[config.mk]
export PLATFORM = sky130hd
export DESIGN_NAME = battery_voltage_monitor
export DESIGN_NICKNAME = d
export VERILOG_FILES = /design/src/hdl/bvm_pkg.sv /design/src/hdl/bvm_ring.sv /design/src/hdl/bvm_scale.sv /design/src/hdl/battery_voltage_monitor.sv
export SDC_FILE = /design/constraint.sdc
export NUM_CORES = 1
export LEC_CHECK = 0
export BUFFER_PORTS_ARGS = -buffer_cell sky130_fd_sc_hd__buf_4
export CAP_MARGIN = 25
export CORE_ASPECT_RATIO = 1.4
export CORE_UTILIZATION = 55
export DETAILED_ROUTE_END_ITERATION = 7
export GPL_ROUTABILITY_DRIVEN = 0
export PLACE_DENSITY = 0.73
export REMOVE_ABC_BUFFERS = 1
export SETUP_SLACK_MARGIN = 0.5
export SLEW_MARGIN = 20
export SYNTH_ARGS = -nofsm -noshare
export SYNTH_HDL_FRONTEND = slang
export SYNTH_SLANG_ARGS = --single-unit
[constraint.sdc]
create_clock -name clk_i -period 16.1 [get_ports clk_i]
set_input_delay 0 -clock clk_i [delete_from_list [all_inputs] [get_ports clk_i]]
set_output_delay 0 -clock clk_i [all_outputs]
set_load 0.05 [all_outputs]
[src/hdl/bvm_pkg.sv]
// Shared types and constants for the battery voltage monitor.
// Holds the transaction payload structs, register map and fixed field widths.
// No dependencies.
`default_nettype none

package bvm_pkg;

  // Fixed field widths.
  localparam int SAMPLE_W   = 12;
  localparam int MV_W       = 16;
  localparam int CFG_W      = 16;
  localparam int FRAC_SH    = 12;
  localparam int MVP_W      = SAMPLE_W + CFG_W;
  localparam int APB_DATA_W = 32;
  localparam int APB_ADDR_W = 4;

  // Register reset values.
  localparam logic [CFG_W-1:0] FULL_SCALE_RST = 16'd9000;
  localparam logic [CFG_W-1:0] THR_RUN_RST    = 16'd6800;
  localparam logic [CFG_W-1:0] THR_IDLE_RST   = 16'd7000;

  // Register indexes (byte address divided by four).
  typedef enum logic [1:0] {
    REG_FULL_SCALE = 2'd0,
    REG_THR_RUN    = 2'd1,
    REG_THR_IDLE   = 2'd2
  } reg_idx_e;

  // Input transaction payload.
  typedef struct packed {
    logic [SAMPLE_W-1:0] adc_sample;
    logic                sys_running;
  } in_t;

  // Output transaction payload.
  typedef struct packed {
    logic [SAMPLE_W-1:0] filtered_value;
    logic [MV_W-1:0]     battery_mv;
    logic                battery_low;
  } out_t;

  // Per-item status handed from the ring stage to the scaling pipeline.
  typedef struct packed {
    logic                filled;
    logic [SAMPLE_W-1:0] first_sample;
    logic                sys_running;
  } ring_info_t;

  // Configuration register values.
  typedef struct packed {
    logic [CFG_W-1:0] full_scale_mv;
    logic [CFG_W-1:0] thr_run_mv;
    logic [CFG_W-1:0] thr_idle_mv;
  } cfg_t;

endpackage

`default_nettype wire

[src/hdl/bvm_ring.sv]
// Sample ring memory and running-total update for the battery voltage monitor.
// Reads the oldest sample at acceptance, replaces it when the item leaves the ring stage.
// Depends on bvm_pkg.
`default_nettype none

module bvm_ring
  import bvm_pkg::*;
#(
  parameter int WINDOW_LEN = 16,
  localparam int PTR_W = $clog2(WINDOW_LEN),
  localparam int SUM_W = SAMPLE_W + PTR_W
) (
  input  wire logic             clk_i,
  input  wire logic             rst_ni,
  input  wire logic             in_valid_i,
  output logic                  in_stall_o,
  input  wire in_t              in_data_i,
  output logic                  dn_valid_o,
  input  wire logic             dn_stall_i,
  output logic [SUM_W-1:0]      dn_total_o,
  output ring_info_t            dn_info_o
);

  localparam logic [PTR_W-1:0] LAST_SLOT = PTR_W'(WINDOW_LEN - 1);
  localparam logic [SUM_W-1:0] TOTAL_MAX = SUM_W'(((1 << SAMPLE_W) - 1) * WINDOW_LEN);

  logic [SAMPLE_W-1:0] ring_mem [WINDOW_LEN];
  logic [SAMPLE_W-1:0] rd_q;

  logic [PTR_W-1:0]    wp_q, wp_d;
  logic                v1_q;
  logic [SAMPLE_W-1:0] sample1_q;
  logic                run1_q;
  logic [PTR_W-1:0]    slot1_q;
  logic [SUM_W-1:0]    total_q, total_d;
  logic                filled_q, filled_d;
  logic [SAMPLE_W-1:0] first_q, first_d;
  logic                have_first_q;
  logic [SAMPLE_W-1:0] old_val;
  logic                accept;
  logic                fire1;

  // Handshake: the stage holding the read data is the only one here.
  assign in_stall_o = v1_q && dn_stall_i;
  assign accept     = in_valid_i && !in_stall_o;
  assign fire1      = v1_q && !dn_stall_i;

  // Slots are written in order from zero, so a slot holds data only once the ring has filled.
  assign old_val  = filled_q ? rd_q : '0;
  assign total_d  = total_q - SUM_W'(old_val) + SUM_W'(sample1_q);
  assign filled_d = filled_q || (slot1_q == LAST_SLOT);
  assign first_d  = have_first_q ? first_q : sample1_q;
  assign wp_d     = (wp_q == LAST_SLOT) ? '0 : wp_q + 1'b1;

  // Results for the scaling pipeline.
  assign dn_valid_o = v1_q;
  assign dn_total_o = total_d;
  always_comb begin
    dn_info_o.filled       = filled_d;
    dn_info_o.first_sample = first_d;
    dn_info_o.sys_running  = run1_q;
  end

  // Ring memory: read at acceptance, write back when the item leaves.
  always_ff @(posedge clk_i) begin
    if (fire1) begin
      ring_mem[slot1_q] <= sample1_q;
    end
    if (accept) begin
      rd_q <= ring_mem[wp_q];
    end
  end

  // Payload of the item waiting on its read data.
  always_ff @(posedge clk_i) begin
    if (accept) begin
      sample1_q <= in_data_i.adc_sample;
      run1_q    <= in_data_i.sys_running;
      slot1_q   <= wp_q;
    end
  end

  // Control state and running total.
  always_ff @(posedge clk_i or negedge rst_ni) begin
    if (!rst_ni) begin
      wp_q         <= '0;
      v1_q         <= 1'b0;
      total_q      <= '0;
      filled_q     <= 1'b0;
      first_q      <= '0;
      have_first_q <= 1'b0;
    end else begin
      if (!in_stall_o) begin
        v1_q <= in_valid_i;
      end
      if (accept) begin
        wp_q <= wp_d;
      end
      if (fire1) begin
        total_q      <= total_d;
        filled_q     <= filled_d;
        first_q      <= first_d;
        have_first_q <= 1'b1;
      end
    end
  end

`ifndef ASSERT_OFF
  a_accept_loads: assert property (@(posedge clk_i) disable iff (!rst_ni)
    accept |=> v1_q)
    else $error("accepted transaction did not reach the ring stage");

  a_filled_sticky: assert property (@(posedge clk_i) disable iff (!rst_ni)
    filled_q |=> filled_q)
    else $error("ring fill flag cleared");

  a_total_bound: assert property (@(posedge clk_i) disable iff (!rst_ni)
    total_q <= TOTAL_MAX)
    else $error("running total exceeds the window maximum");

  // Before the first transaction leaves, at most that one has been accepted.
  a_first_before_fill: assert property (@(posedge clk_i) disable iff (!rst_ni)
    !have_first_q |-> (!filled_q && wp_q == PTR_W'(v1_q) && total_q == '0))
    else $error("ring state advanced before the first sample");
`endif

endmodule

`default_nettype wire

[src/hdl/bvm_scale.sv]
// Averaging, millivolt scaling and threshold compare for the battery voltage monitor.
// Four-stage pipeline with per-stage valid bits; bubbles close up under stall.
// Depends on bvm_pkg.
`default_nettype none

module bvm_scale
  import bvm_pkg::*;
#(
  parameter int WINDOW_LEN = 16,
  localparam int PTR_W = $clog2(WINDOW_LEN),
  localparam int SUM_W = SAMPLE_W + PTR_W
) (
  input  wire logic             clk_i,
  input  wire logic             rst_ni,
  input  wire cfg_t             cfg_i,
  input  wire logic             up_valid_i,
  output logic                  up_stall_o,
  input  wire logic [SUM_W-1:0] up_total_i,
  input  wire ring_info_t       up_info_i,
  output logic                  out_valid_o,
  input  wire logic             out_stall_i,
  output out_t                  out_data_o
);

  // Division by the window length as a multiply by a rounded-up reciprocal.
  localparam int QSH  = SUM_W + PTR_W;
  localparam int QP_W = 2 * SUM_W + 1;
  localparam logic [SUM_W:0] RECIP =
    (SUM_W + 1)'(((longint'(1) << QSH) + WINDOW_LEN - 1) / WINDOW_LEN);

  logic va_q, vb_q, vc_q, vd_q;
  logic rdy_a, rdy_b, rdy_c, rdy_d;

  logic [SUM_W-1:0]    total_a_q;
  ring_info_t          info_a_q;
  logic [QP_W-1:0]     quot_b_q;
  ring_info_t          info_b_q;
  logic [SAMPLE_W-1:0] filt_c_q;
  logic [MVP_W-1:0]    mvp_c_q;
  logic                run_c_q;
  out_t                out_q;

  logic [SAMPLE_W-1:0] filt_b;
  logic [MV_W-1:0]     mv_c;
  logic [CFG_W-1:0]    thr_c;

  // Ready chain from the output register back to the input.
  assign rdy_d      = !vd_q || !out_stall_i;
  assign rdy_c      = !vc_q || rdy_d;
  assign rdy_b      = !vb_q || rdy_c;
  assign rdy_a      = !va_q || rdy_b;
  assign up_stall_o = !rdy_a;

  // Average before fill is the first sample.
  assign filt_b = info_b_q.filled ? quot_b_q[QSH +: SAMPLE_W] : info_b_q.first_sample;

  // Millivolts and the threshold chosen by the run flag.
  assign mv_c  = mvp_c_q[FRAC_SH +: MV_W];
  assign thr_c = run_c_q ? cfg_i.thr_run_mv : cfg_i.thr_idle_mv;

  // Payload registers.
  always_ff @(posedge clk_i) begin
    if (rdy_a && up_valid_i) begin
      total_a_q <= up_total_i;
      info_a_q  <= up_info_i;
    end
    if (rdy_b && va_q) begin
      quot_b_q <= QP_W'(total_a_q) * QP_W'(RECIP);
      info_b_q <= info_a_q;
    end
    if (rdy_c && vb_q) begin
      filt_c_q <= filt_b;
      mvp_c_q  <= MVP_W'(filt_b) * MVP_W'(cfg_i.full_scale_mv);
      run_c_q  <= info_b_q.sys_running;
    end
    if (rdy_d && vc_q) begin
      out_q.filtered_value <= filt_c_q;
      out_q.battery_mv     <= mv_c;
      out_q.battery_low    <= (mv_c < thr_c);
    end
  end

  // Stage valid bits.
  always_ff @(posedge clk_i or negedge rst_ni) begin
    if (!rst_ni) begin
      va_q <= 1'b0;
      vb_q <= 1'b0;
      vc_q <= 1'b0;
      vd_q <= 1'b0;
    end else begin
      if (rdy_a) begin
        va_q <= up_valid_i;
      end
      if (rdy_b) begin
        vb_q <= va_q;
      end
      if (rdy_c) begin
        vc_q <= vb_q;
      end
      if (rdy_d) begin
        vd_q <= vc_q;
      end
    end
  end

  assign out_valid_o = vd_q;
  assign out_data_o  = out_q;

endmodule

`default_nettype wire

[src/hdl/battery_voltage_monitor.sv]
// Top level of the battery voltage monitor: register port, sample ring, scaling pipeline.
// Instantiates bvm_ring and bvm_scale; depends on bvm_pkg.
//
//   Channel  Direction  Handshake             Payload
//   in       sink       in_valid_i/in_stall_o  in_t  {adc_sample, sys_running}
//   out      source     out_valid_o/out_stall_i out_t {filtered_value, battery_mv, battery_low}
//   cfg      sink       APB write, pready = 1 full_scale_mv, low thresholds at 0x0/0x4/0x8
//
// One transaction is accepted per cycle while in_stall_o is low; each passes the ring stage
// register and then the scaling stage registers before out_valid_o rises.
// The sample ring memory is read at acceptance and written when the transaction leaves the
// ring stage; the next slot differs, so no interlock is needed for a window of two or more.
// After reset the ring is not cleared: a fill flag marks when every slot holds a sample.
// Under output stall the pipeline bubbles close up; in_stall_o rises only when all stages are full.
`default_nettype none

module battery_voltage_monitor
  import bvm_pkg::*;
#(
  parameter int WINDOW_LEN = 16
) (
  input  wire logic                  clk_i,
  input  wire logic                  rst_ni,
  input  wire logic                  in_valid_i,
  output logic                       in_stall_o,
  input  wire in_t                   in_data_i,
  output logic                       out_valid_o,
  input  wire logic                  out_stall_i,
  output out_t                       out_data_o,
  input  wire logic                  psel,
  input  wire logic                  penable,
  input  wire logic                  pwrite,
  input  wire logic [APB_ADDR_W-1:0] paddr,
  input  wire logic [APB_DATA_W-1:0] pwdata,
  output logic [APB_DATA_W-1:0]      prdata,
  output logic                       pready
);

  localparam int PTR_W = $clog2(WINDOW_LEN);
  localparam int SUM_W = SAMPLE_W + PTR_W;

  cfg_t             cfg_q;
  logic             cfg_wr;
  reg_idx_e         reg_idx;
  logic             dn_valid;
  logic             dn_stall;
  logic [SUM_W-1:0] dn_total;
  ring_info_t       dn_info;

  // Register port.
  assign pready  = 1'b1;
  assign cfg_wr  = psel && penable && pwrite && pready;
  assign reg_idx = reg_idx_e'(paddr[APB_ADDR_W-1:2]);

  always_ff @(posedge clk_i or negedge rst_ni) begin
    if (!rst_ni) begin
      cfg_q.full_scale_mv <= FULL_SCALE_RST;
      cfg_q.thr_run_mv    <= THR_RUN_RST;
      cfg_q.thr_idle_mv   <= THR_IDLE_RST;
    end else if (cfg_wr) begin
      case (reg_idx)
        REG_FULL_SCALE: cfg_q.full_scale_mv <= pwdata[CFG_W-1:0];
        REG_THR_RUN:    cfg_q.thr_run_mv    <= pwdata[CFG_W-1:0];
        REG_THR_IDLE:   cfg_q.thr_idle_mv   <= pwdata[CFG_W-1:0];
        default: begin
        end
      endcase
    end
  end

  // Register readback.
  always_comb begin
    case (reg_idx)
      REG_FULL_SCALE: prdata = APB_DATA_W'(cfg_q.full_scale_mv);
      REG_THR_RUN:    prdata = APB_DATA_W'(cfg_q.thr_run_mv);
      REG_THR_IDLE:   prdata = APB_DATA_W'(cfg_q.thr_idle_mv);
      default:        prdata = '0;
    endcase
  end

  // Sample ring and running total.
  bvm_ring #(
    .WINDOW_LEN (WINDOW_LEN)
  ) u_ring (
    .clk_i      (clk_i),
    .rst_ni     (rst_ni),
    .in_valid_i (in_valid_i),
    .in_stall_o (in_stall_o),
    .in_data_i  (in_data_i),
    .dn_valid_o (dn_valid),
    .dn_stall_i (dn_stall),
    .dn_total_o (dn_total),
    .dn_info_o  (dn_info)
  );

  // Average, scaling and threshold compare.
  bvm_scale #(
    .WINDOW_LEN (WINDOW_LEN)
  ) u_scale (
    .clk_i       (clk_i),
    .rst_ni      (rst_ni),
    .cfg_i       (cfg_q),
    .up_valid_i  (dn_valid),
    .up_stall_o  (dn_stall),
    .up_total_i  (dn_total),
    .up_info_i   (dn_info),
    .out_valid_o (out_valid_o),
    .out_stall_i (out_stall_i),
    .out_data_o  (out_data_o)
  );

endmodule

`default_nettype wire
======== Word-level counts from Yosys, hierarchy flattened ========
Memory sizes are Yosys's and may differ from the RTL's. A register that Yosys moved wholly into a read port is not among the register bits.
Cells that the tools add are included.
storage, ports and cells
  flip-flop bits (word level) ............. 234
  input port bits ......................... 56
  word-level logic and storage cells ...... 72
  memory bits (writable) .................. 192
  memories ................................ 1
memories
  name             words  width  rd ports  clocked after memory_dff  write ports  RTL line        text
  u_ring.ring_mem  16     12     1         1                         1            bvm_ring.sv:27  logic [SAMPLE_W-1:0] ring_mem [WINDOW_LEN];
cells by class
  eq/ne operators ......................... 4
  mux-type cells .......................... 8
  magnitude comparators ................... 1
  reduce and logical (&&, ||, !) cells .... 24
  multipliers ............................. 1
  add/sub/neg operators ................... 3
operator list
  cell                   number
  $pmux W16 S3           1
  $mux W12               3
  $mul A12 B16 Y28       1
  $add A16 B12 Y16       1
  $lt A16 B16 Y1         1
  $mux W16               1
  $sub A16 B12 Y16       1
  $eq A4 B4 Y1 const B   2
  $logic_and A1 B1 Y1    8
  $logic_not A1 Y1       7
  $reduce_and A2 Y1      3
  $logic_or A1 B1 Y1     5
  $add A4 B1 Y4 const B  1
  $mux W4                1
  $eq A2 B1 Y1 const B   1
  $eq A2 B2 Y1 const B   1
  $logic_not A2 Y1       1
  $mux W1                2

======== Logic depth before layout (Yosys ltp) ========
Gate-level depths: netlist of run 1.
  depth after elaboration ................. 9
  gate-level depth with buffers ........... 23
  mapped depth without buffers ............ 21

======== By module ========
Synthesis of run 1 repeated with hierarchy kept, for this count alone.
second synthesis, totals
  cells, all modules ...................... 1,818
  area, all modules ....................... 24,019.3 µm²
by module, submodules not included
  module                   area an instance (µm²)  seq. area each (µm²)  times used  cells each
  bvm_ring                 11,338.4                7,512.2               1           693
  bvm_scale                10,327.4                3,403.3               1           947
  battery_voltage_monitor  2,353.5                 1,222.4               1           178

======== Worst setup path before layout of run 1 ========
No wires, ideal clock.
  path type ............................... flip-flop to flip-flop
  start point ............................. reg u_scale.info_b_q[13] (netlist name)
  end point ............................... reg u_scale.mvp_c_q[27] (data pin)
  cell stages (with the launch flop) ...... 22
  slack ................................... 10,039 ps
  arrival time ............................ 5,801 ps
  required time ........................... 15,840 ps
  cells stage by stage .................... edfxtp_1 buf_1 mux2_2 clkbuf_1 nand2_1 fa_1 fa_1 inv_1 fa_1 fa_1 inv_1 fa_1 inv_1 ha_1 a21oi_2 o21ai_2 a2111o_1 o22ai_2 o21ai_2 o41ai_4 o221ai_2 xnor2_1
on the way
  cells in the longest elaborated chain, start to end .. 2
RTL lines
  what                      RTL line         text
  start: declaration        bvm_scale.sv:37  ring_info_t info_b_q;
  start signal: assignment  bvm_scale.sv:69  info_b_q <= info_a_q;
  $mux W12                  bvm_scale.sv:55  assign filt_b = info_b_q.filled ? quot_b_q[QSH +: SAMPLE_W] : info_b_q.first_sample;
  net u_scale.filt_b[3]     bvm_scale.sv:43  logic [SAMPLE_W-1:0] filt_b;
  $mul A12 B16 Y28          bvm_scale.sv:73  mvp_c_q <= MVP_W'(filt_b) * MVP_W'(cfg_i.full_scale_mv);
  end signal: assignment    bvm_scale.sv:73
  end: declaration          bvm_scale.sv:39  logic [MVP_W-1:0] mvp_c_q;
The timed path passes the listed nets, and every way through them passes these cells.
A chain may end at the register's enable or synchronous reset.

======== Final worst setup path of run 1 ========
  start point ............................. reg u_scale.info_b_q[13] (netlist name)
  end point ............................... reg u_scale.mvp_c_q[27] (data pin)
on the way
  cells in the longest elaborated chain, start to end .. 2
RTL lines
  what              RTL line
  $mux W12          bvm_scale.sv:55
  $mul A12 B16 Y28  bvm_scale.sv:73
No other way between the ends.

==> impl_metrics.json, run 1 <==
{
  "grtUsageTotal": 0.221,
  "fin_nets": 2096,
  "drv_slew": 0,
  "path_max_fanout": 17,
  "synthTopCellsByCount": "edfxtp_1 (331), inv_1 (237), nand2_1 (186)",
  "die_h_microns": 244,
  "synth_seq_cells": 418,
  "area_growth_pct": 13.0,
  "wl_per_cell_microns": 19.1,
  "io_pins": 120,
  "num_rows": 88,
  "core-area_sq_um": 41200,
  "final.setup.worst_slack_ns": 9.72,
  "synthCells": 1675,
  "synth_top_area_cell": "edfxtp_1",
  "arrival_ns": 6.68,
  "clock_path_buffers": 3,
  "finClkSkew_ns": 0.0141,
  "synth_ff_type": "edfxtp_1",
  "drive_above_1_share": 0.194,
  "htree_num_levels": 2,
  "setup-tns-final_ns": 0,
  "yosysMostFrequentCell": "edfxtp_1",
  "start_util": 0.557,
  "hold_viol_final": 0,
  "cts.repair.resized": 0,
  "cts_tree": "built",
  "required_ns": 16.41,
  "drt_iter0_markers": 657,
  "tightest_slew_ns": 1.04,
  "r2r_cells": 19,
  "rsz0062_at_grt": "no",
  "worstHoldPathType": "primary input to asynchronous set/reset pin",
  "grt-ovfl-total": 0,
  "hold_ws_ns": 0.0773,
  "fmax_mhz": 157,
  "die_area_sq_um": 42600,
  "synth-edff-count": 331,
  "grt_pass1_wl_microns": 72800,
  "grt_max_degree": 61,
  "synthArstFlopShare": 0.208,
  "diodes": 0,
  "die_x_microns": 175,
  "fin_crit_sh": 0.396,
  "post_cts_buffers": 0,
  "synthDistinctLibCells": 61,
  "grt_pass1_vias": 14200,
  "outcome": "finished clean",
  "synth_warnings": 0,
  "cap_viol_max_count": 0,
  "cts.sinks": 418,
  "via_per_inst": 5.51,
  "wirelength_microns": 45300,
  "finalSetupViolations": 0,
  "period_minus_slack_ns": 6.38,
  "slew_headroom": 0.307,
  "cts_buffers": 41,
  "avgSynthCellArea_sq_um": 13.7,
  "antenna_found_initial": 0,
  "first_pass_iters": 5,
  "critical_path_class": "flop to flop",
  "startpoint_type": "flop",
  "ant_nets": 0,
  "utilization": 0.630,
  "netlist_area_sq_um": 23000,
  "preCtsSetupSlack_ns": 9.67,
  "num_vias": 13100,
  "clk_pin_slew_ns": 0.07,
  "synth_seq_area_share": 0.529,
  "synth_top_area_frac": 0.433,
  "io_buffers": 84,
  "dp_hpwl_microns": 31700,
  "drc": 0,
  "end_kind": "flop",
  "ys_top_cells_by_area": "edfxtp_1 (43%), fa_1 (13%), dfrtp_1 (7.6%)",
  "clock_insertion_delay_worst_skew_ns": 0.55,
  "root_buffer": "clkbuf_16"
}
cell usage in the layout, fill, tap and decap left out, types with 17 or more instances in the layout:
master	n
a21oi_1	28
and2_1	80
buf_4	104
clkbuf_16	41
conb_1	17
dfrtp_1	68
dfstp_2	17
dlygate4sd3_1	32
edfxtp_1	331
fa_1	151
ha_1	94
inv_1	237
mux2_2	78
mux2i_1	33
mux4_2	60
nand2_1	186
nor2_1	36
o21ai_0	49
xnor2_1	18
flip-flops by register name (all words and copies together) (netlist names), 12 cells and up:
| signal | flops |
|---|---|
| cfg_q | 48 |
| u_scale.filt_c_q | 12 |
| u_ring.sample1_q | 12 |
| u_ring.rd_q | 12 |
| u_scale.mvp_c_q | 16 |
| u_ring.total_q | 16 |
| u_ring.first_q | 12 |
| u_ring.ring_mem | 192 |
| u_scale.info_a_q | 14 |
| u_scale.out_data_o | 29 |
| u_scale.info_b_q | 14 |
| u_scale.quot_b_q | 12 |
| u_scale.total_a_q | 12 |
final timing paths:
kind	slack (ns)	startpoint	to
worst max-delay path	9.72	u_scale.info_b_q[13]$_DFFE_PP_	u_scale.mvp_c_q[27]$_DFFE_PP_
worst min-delay path	0.08	rst_ni	cfg_q[3]$_DFFE_PN1P_
worst max register to register	9.72	u_scale.info_b_q[13]$_DFFE_PP_	u_scale.mvp_c_q[27]$_DFFE_PP_
worst min register to register	0.41	u_scale.total_a_q[6]$_DFFE_PP_	u_scale.quot_b_q[22]$_DFFE_PP_
max in group asynchronous	15.27	rst_ni	u_ring.total_q[15]$_DFFE_PN0P_
min in group clk_i	0.17	in_data_i[4]	u_ring.sample1_q[3]$_DFFE_PP_
repair_timing:
action / CTS / global route
setup endpoints to repair: 0 / 0
endpoints found under the hold margin: 101 / 0
hold buffers: 33 / 0
layout make-up:
type / instances / area (sq um)
fillers: 3036 / 15300
flip-flops and latches: 418 / 12100
multi-input cells: 952 / 9640
repair buffers: 144 / 1220
clock buffers: 50 / 1090
inverters: 238 / 893
well taps: 540 / 676
clock inverters: 25 / 264
critical path: stages, from the launching register on:
cell	delay, ns
edfxtp_1	0.68
mux2_2	0.55
nand2_1	0.14
fa_1	0.55
fa_1	0.53
inv_1	0.06
fa_1	0.49
fa_1	0.50
inv_1	0.05
fa_1	0.47
inv_1	0.04
ha_1	0.36
a21oi_2	0.18
o21ai_2	0.09
a2111o_1	0.43
o22ai_2	0.18
o21ai_2	0.13
o41ai_4	0.40
o221ai_2	0.15
xnor2_1	0.14
per-layer routing:
metal  global-route usage  vias up  wire length [microns]
met4               0.0898        0                   1440
li1                     -     5941                      -
met1                0.244     6705                  16500
met2                0.424      302                  25700
met5                    0        -                      0
met3               0.0261      103                   1640
stage by stage:
step / cells / instance area, sq um
6_report: 2367 / 25900
5_1_grt: 2367 / 25900
4_1_cts: 2365 / 25900
3_5_place_dp: 2257 / 24200
3_3_place_gp: 2253 / 24100
2_1_floorplan: 1608 / 22600
logic make-up after synthesis:
logic type	synth area share
muxes	0.112
DFF	0.529
adders and majority gates	0.183
AOI/OAI and AO/OA	0.0393
buffers and inverters	0.0555
other	0.000327
and+or+nand+nor	0.0717
xor gates and xnor gates	0.00992
Power of run 1 is not shown: default switching activity piles up to over one toggle a cycle in this logic, so the estimate is an artifact.
==> inputs of run 2 (changes only) <==
==> constraint.sdc (replaced) <==
create_clock -name clk_i -period 5.9 [get_ports clk_i]
set_input_delay 0 -clock clk_i [delete_from_list [all_inputs] [get_ports clk_i]]
set_output_delay 0 -clock clk_i [all_outputs]
set_load 0.05 [all_outputs]
==> impl_metrics.json, run 2 (synthesis gave the netlist of run 1 again) <==
{
  "largest_reg_flops": 192,
  "worstHoldPathType": "primary input to asynchronous set/reset pin",
  "die_area_sq_um": 42600,
  "period_minus_slack_ns": 5.73,
  "cts_buffers": 41,
  "grt_max_degree": 61,
  "drive_above_1_share": 0.230,
  "startpoint_type": "flop",
  "wl_per_cell_microns": 19.5,
  "clock_path_buffers": 3,
  "first_pass_iters": 5,
  "root_buffer": "clkbuf_16",
  "drt_iter0_markers": 636,
  "cts.sinks": 418,
  "final_cell_count_no_fill": 2415,
  "htree_num_levels": 2,
  "end_kind": "flop",
  "num_rows": 88,
  "cap_viol_max_count": 0,
  "area_growth_pct": 15.5,
  "finalSetupViolations": 0,
  "diodes": 0,
  "routed-wl-met2_microns": 26300,
  "wirelength_microns": 47000,
  "grt_pass1_wl_microns": 74700,
  "clk_pin_slew_ns": 0.06,
  "io_pins": 120,
  "ant_nets": 0,
  "die_h_microns": 244,
  "regMostFlops": "u_ring.ring_mem",
  "outcome": "finished clean",
  "via_per_inst": 5.53,
  "preCtsSetupSlack_ns": 0.0229,
  "start_util": 0.557,
  "numPlacedInstances": 2299,
  "drv_slew": 0,
  "cts_tree": "built",
  "arrival_ns": 6.02,
  "clock_insertion_delay_worst_skew_ns": 0.55,
  "finClkSkew_ns": 0.0140,
  "path_max_fanout": 6,
  "antenna_found_initial": 0,
  "fin_nets": 2146,
  "wl_met3_microns": 1520,
  "fmax_mhz": 175,
  "final.setup.worst_slack_ns": 0.174,
  "fin_crit_sh": 0.971,
  "grt-ovfl-total": 0,
  "m1WireLength_microns": 16700,
  "drc": 0,
  "final_common_cell": "edfxtp_1",
  "grtUsageTotal": 0.228,
  "critical_path_class": "flop to flop",
  "slew_headroom": 0.304,
  "num_vias": 13300,
  "rsz0062_at_grt": "yes",
  "dp_hpwl_microns": 34400,
  "tightest_slew_ns": 1.04,
  "hold_viol_final": 0,
  "top_layer": "met4",
  "io_buffers": 84,
  "required_ns": 6.19,
  "die_x_microns": 175,
  "mostFrequentLayoutCells": "edfxtp_1 (331), inv_1 (235), nand2_1 (185), buf_4 (150), fa_1 (148)",
  "grt_pass1_vias": 14300,
  "core-area_sq_um": 41200
}
[run 2: cell count changes in the layout (fill, tap and decap cells not counted), sizes merged]
cell,delta
bufinv,-1
inv,+1
clkinv,+4
clkinvlp,-4
clkbuf,-2
buf,+50
[run 2: what timing repair did]
| item | in CTS | in global routing |
|---|---|---|
| setup buffers | 2 | 6 |
| hold buffers | 33 | 0 |
| hold endpoints to repair | 99 | 0 |
| gates resized for setup | 20 | 36 |
| setup endpoints to repair | 11 | 15 |
| pin swaps | 14 | 21 |
[run 2: worst paths after layout]
check,cells past startpoint,slack [ns],end,start
worst max-delay path,19,0.17,u_scale.mvp_c_q[27]$_DFFE_PP_,u_scale.info_b_q[13]$_DFFE_PP_
worst min-delay path,2,0.06,cfg_q[6]$_DFFE_PN1P_,rst_ni
worst max register to register,19,0.17,u_scale.mvp_c_q[27]$_DFFE_PP_,u_scale.info_b_q[13]$_DFFE_PP_
worst min register to register,0,0.42,u_scale.info_b_q[1]$_DFFE_PP_,u_scale.info_a_q[1]$_DFFE_PP_
max in group asynchronous,3,5.04,u_ring.wp_q[0]$_DFFE_PN0P_,rst_ni
min in group clk_i,2,0.17,u_ring.sample1_q[0]$_DFFE_PP_,in_data_i[1]
[run 2: final cells by class]
class	instances	area, sq um
tap	540	676
multi-input combinational	952	9870
sequential	418	12100
clock buffer	48	1060
fill	3000	14700
timing repair buffer	194	1650
clock inverter	25	229
inverter	238	893
[run 2: layer usage]
layer | GRT usage | vias to the layer above
met3 | 0.0259 | 123
met5 | 0 | -
li1 | - | 6042
met1 | 0.247 | 6861
met2 | 0.433 | 320
met4 | 0.112 | 0
[run 2: critical path, cell delays in order, from the launching register on]
cell and delay (ns):
edfxtp_1 0.44, buf_6 0.17, mux2_4 0.33, and2_1 0.18, fa_1 0.50, inv_1 0.05, fa_1 0.53, inv_1 0.05
fa_2 0.41, fa_1 0.49, inv_1 0.05, fa_1 0.47, inv_1 0.04, ha_1 0.32, a2111o_1 0.48, o22ai_4 0.19
o21ai_4 0.09, o41ai_4 0.39, o221ai_2 0.14, xnor2_1 0.14
[run 2: metrics by stage]
step	instance area, sq um	hold slack, ns	TNS, ns	util
after CTS	26300	0.0359	0	0.638
after detailed placement	24500	-0.0276	0	0.595
final	26500	0.0624	0	0.644
after global placement	24500	-0.0314	0	0.594
after floorplan	22600	-0.296	0	-
after global routing	26500	0.0593	-0.0294	0.644
Power of run 2 is left out for the same reason.
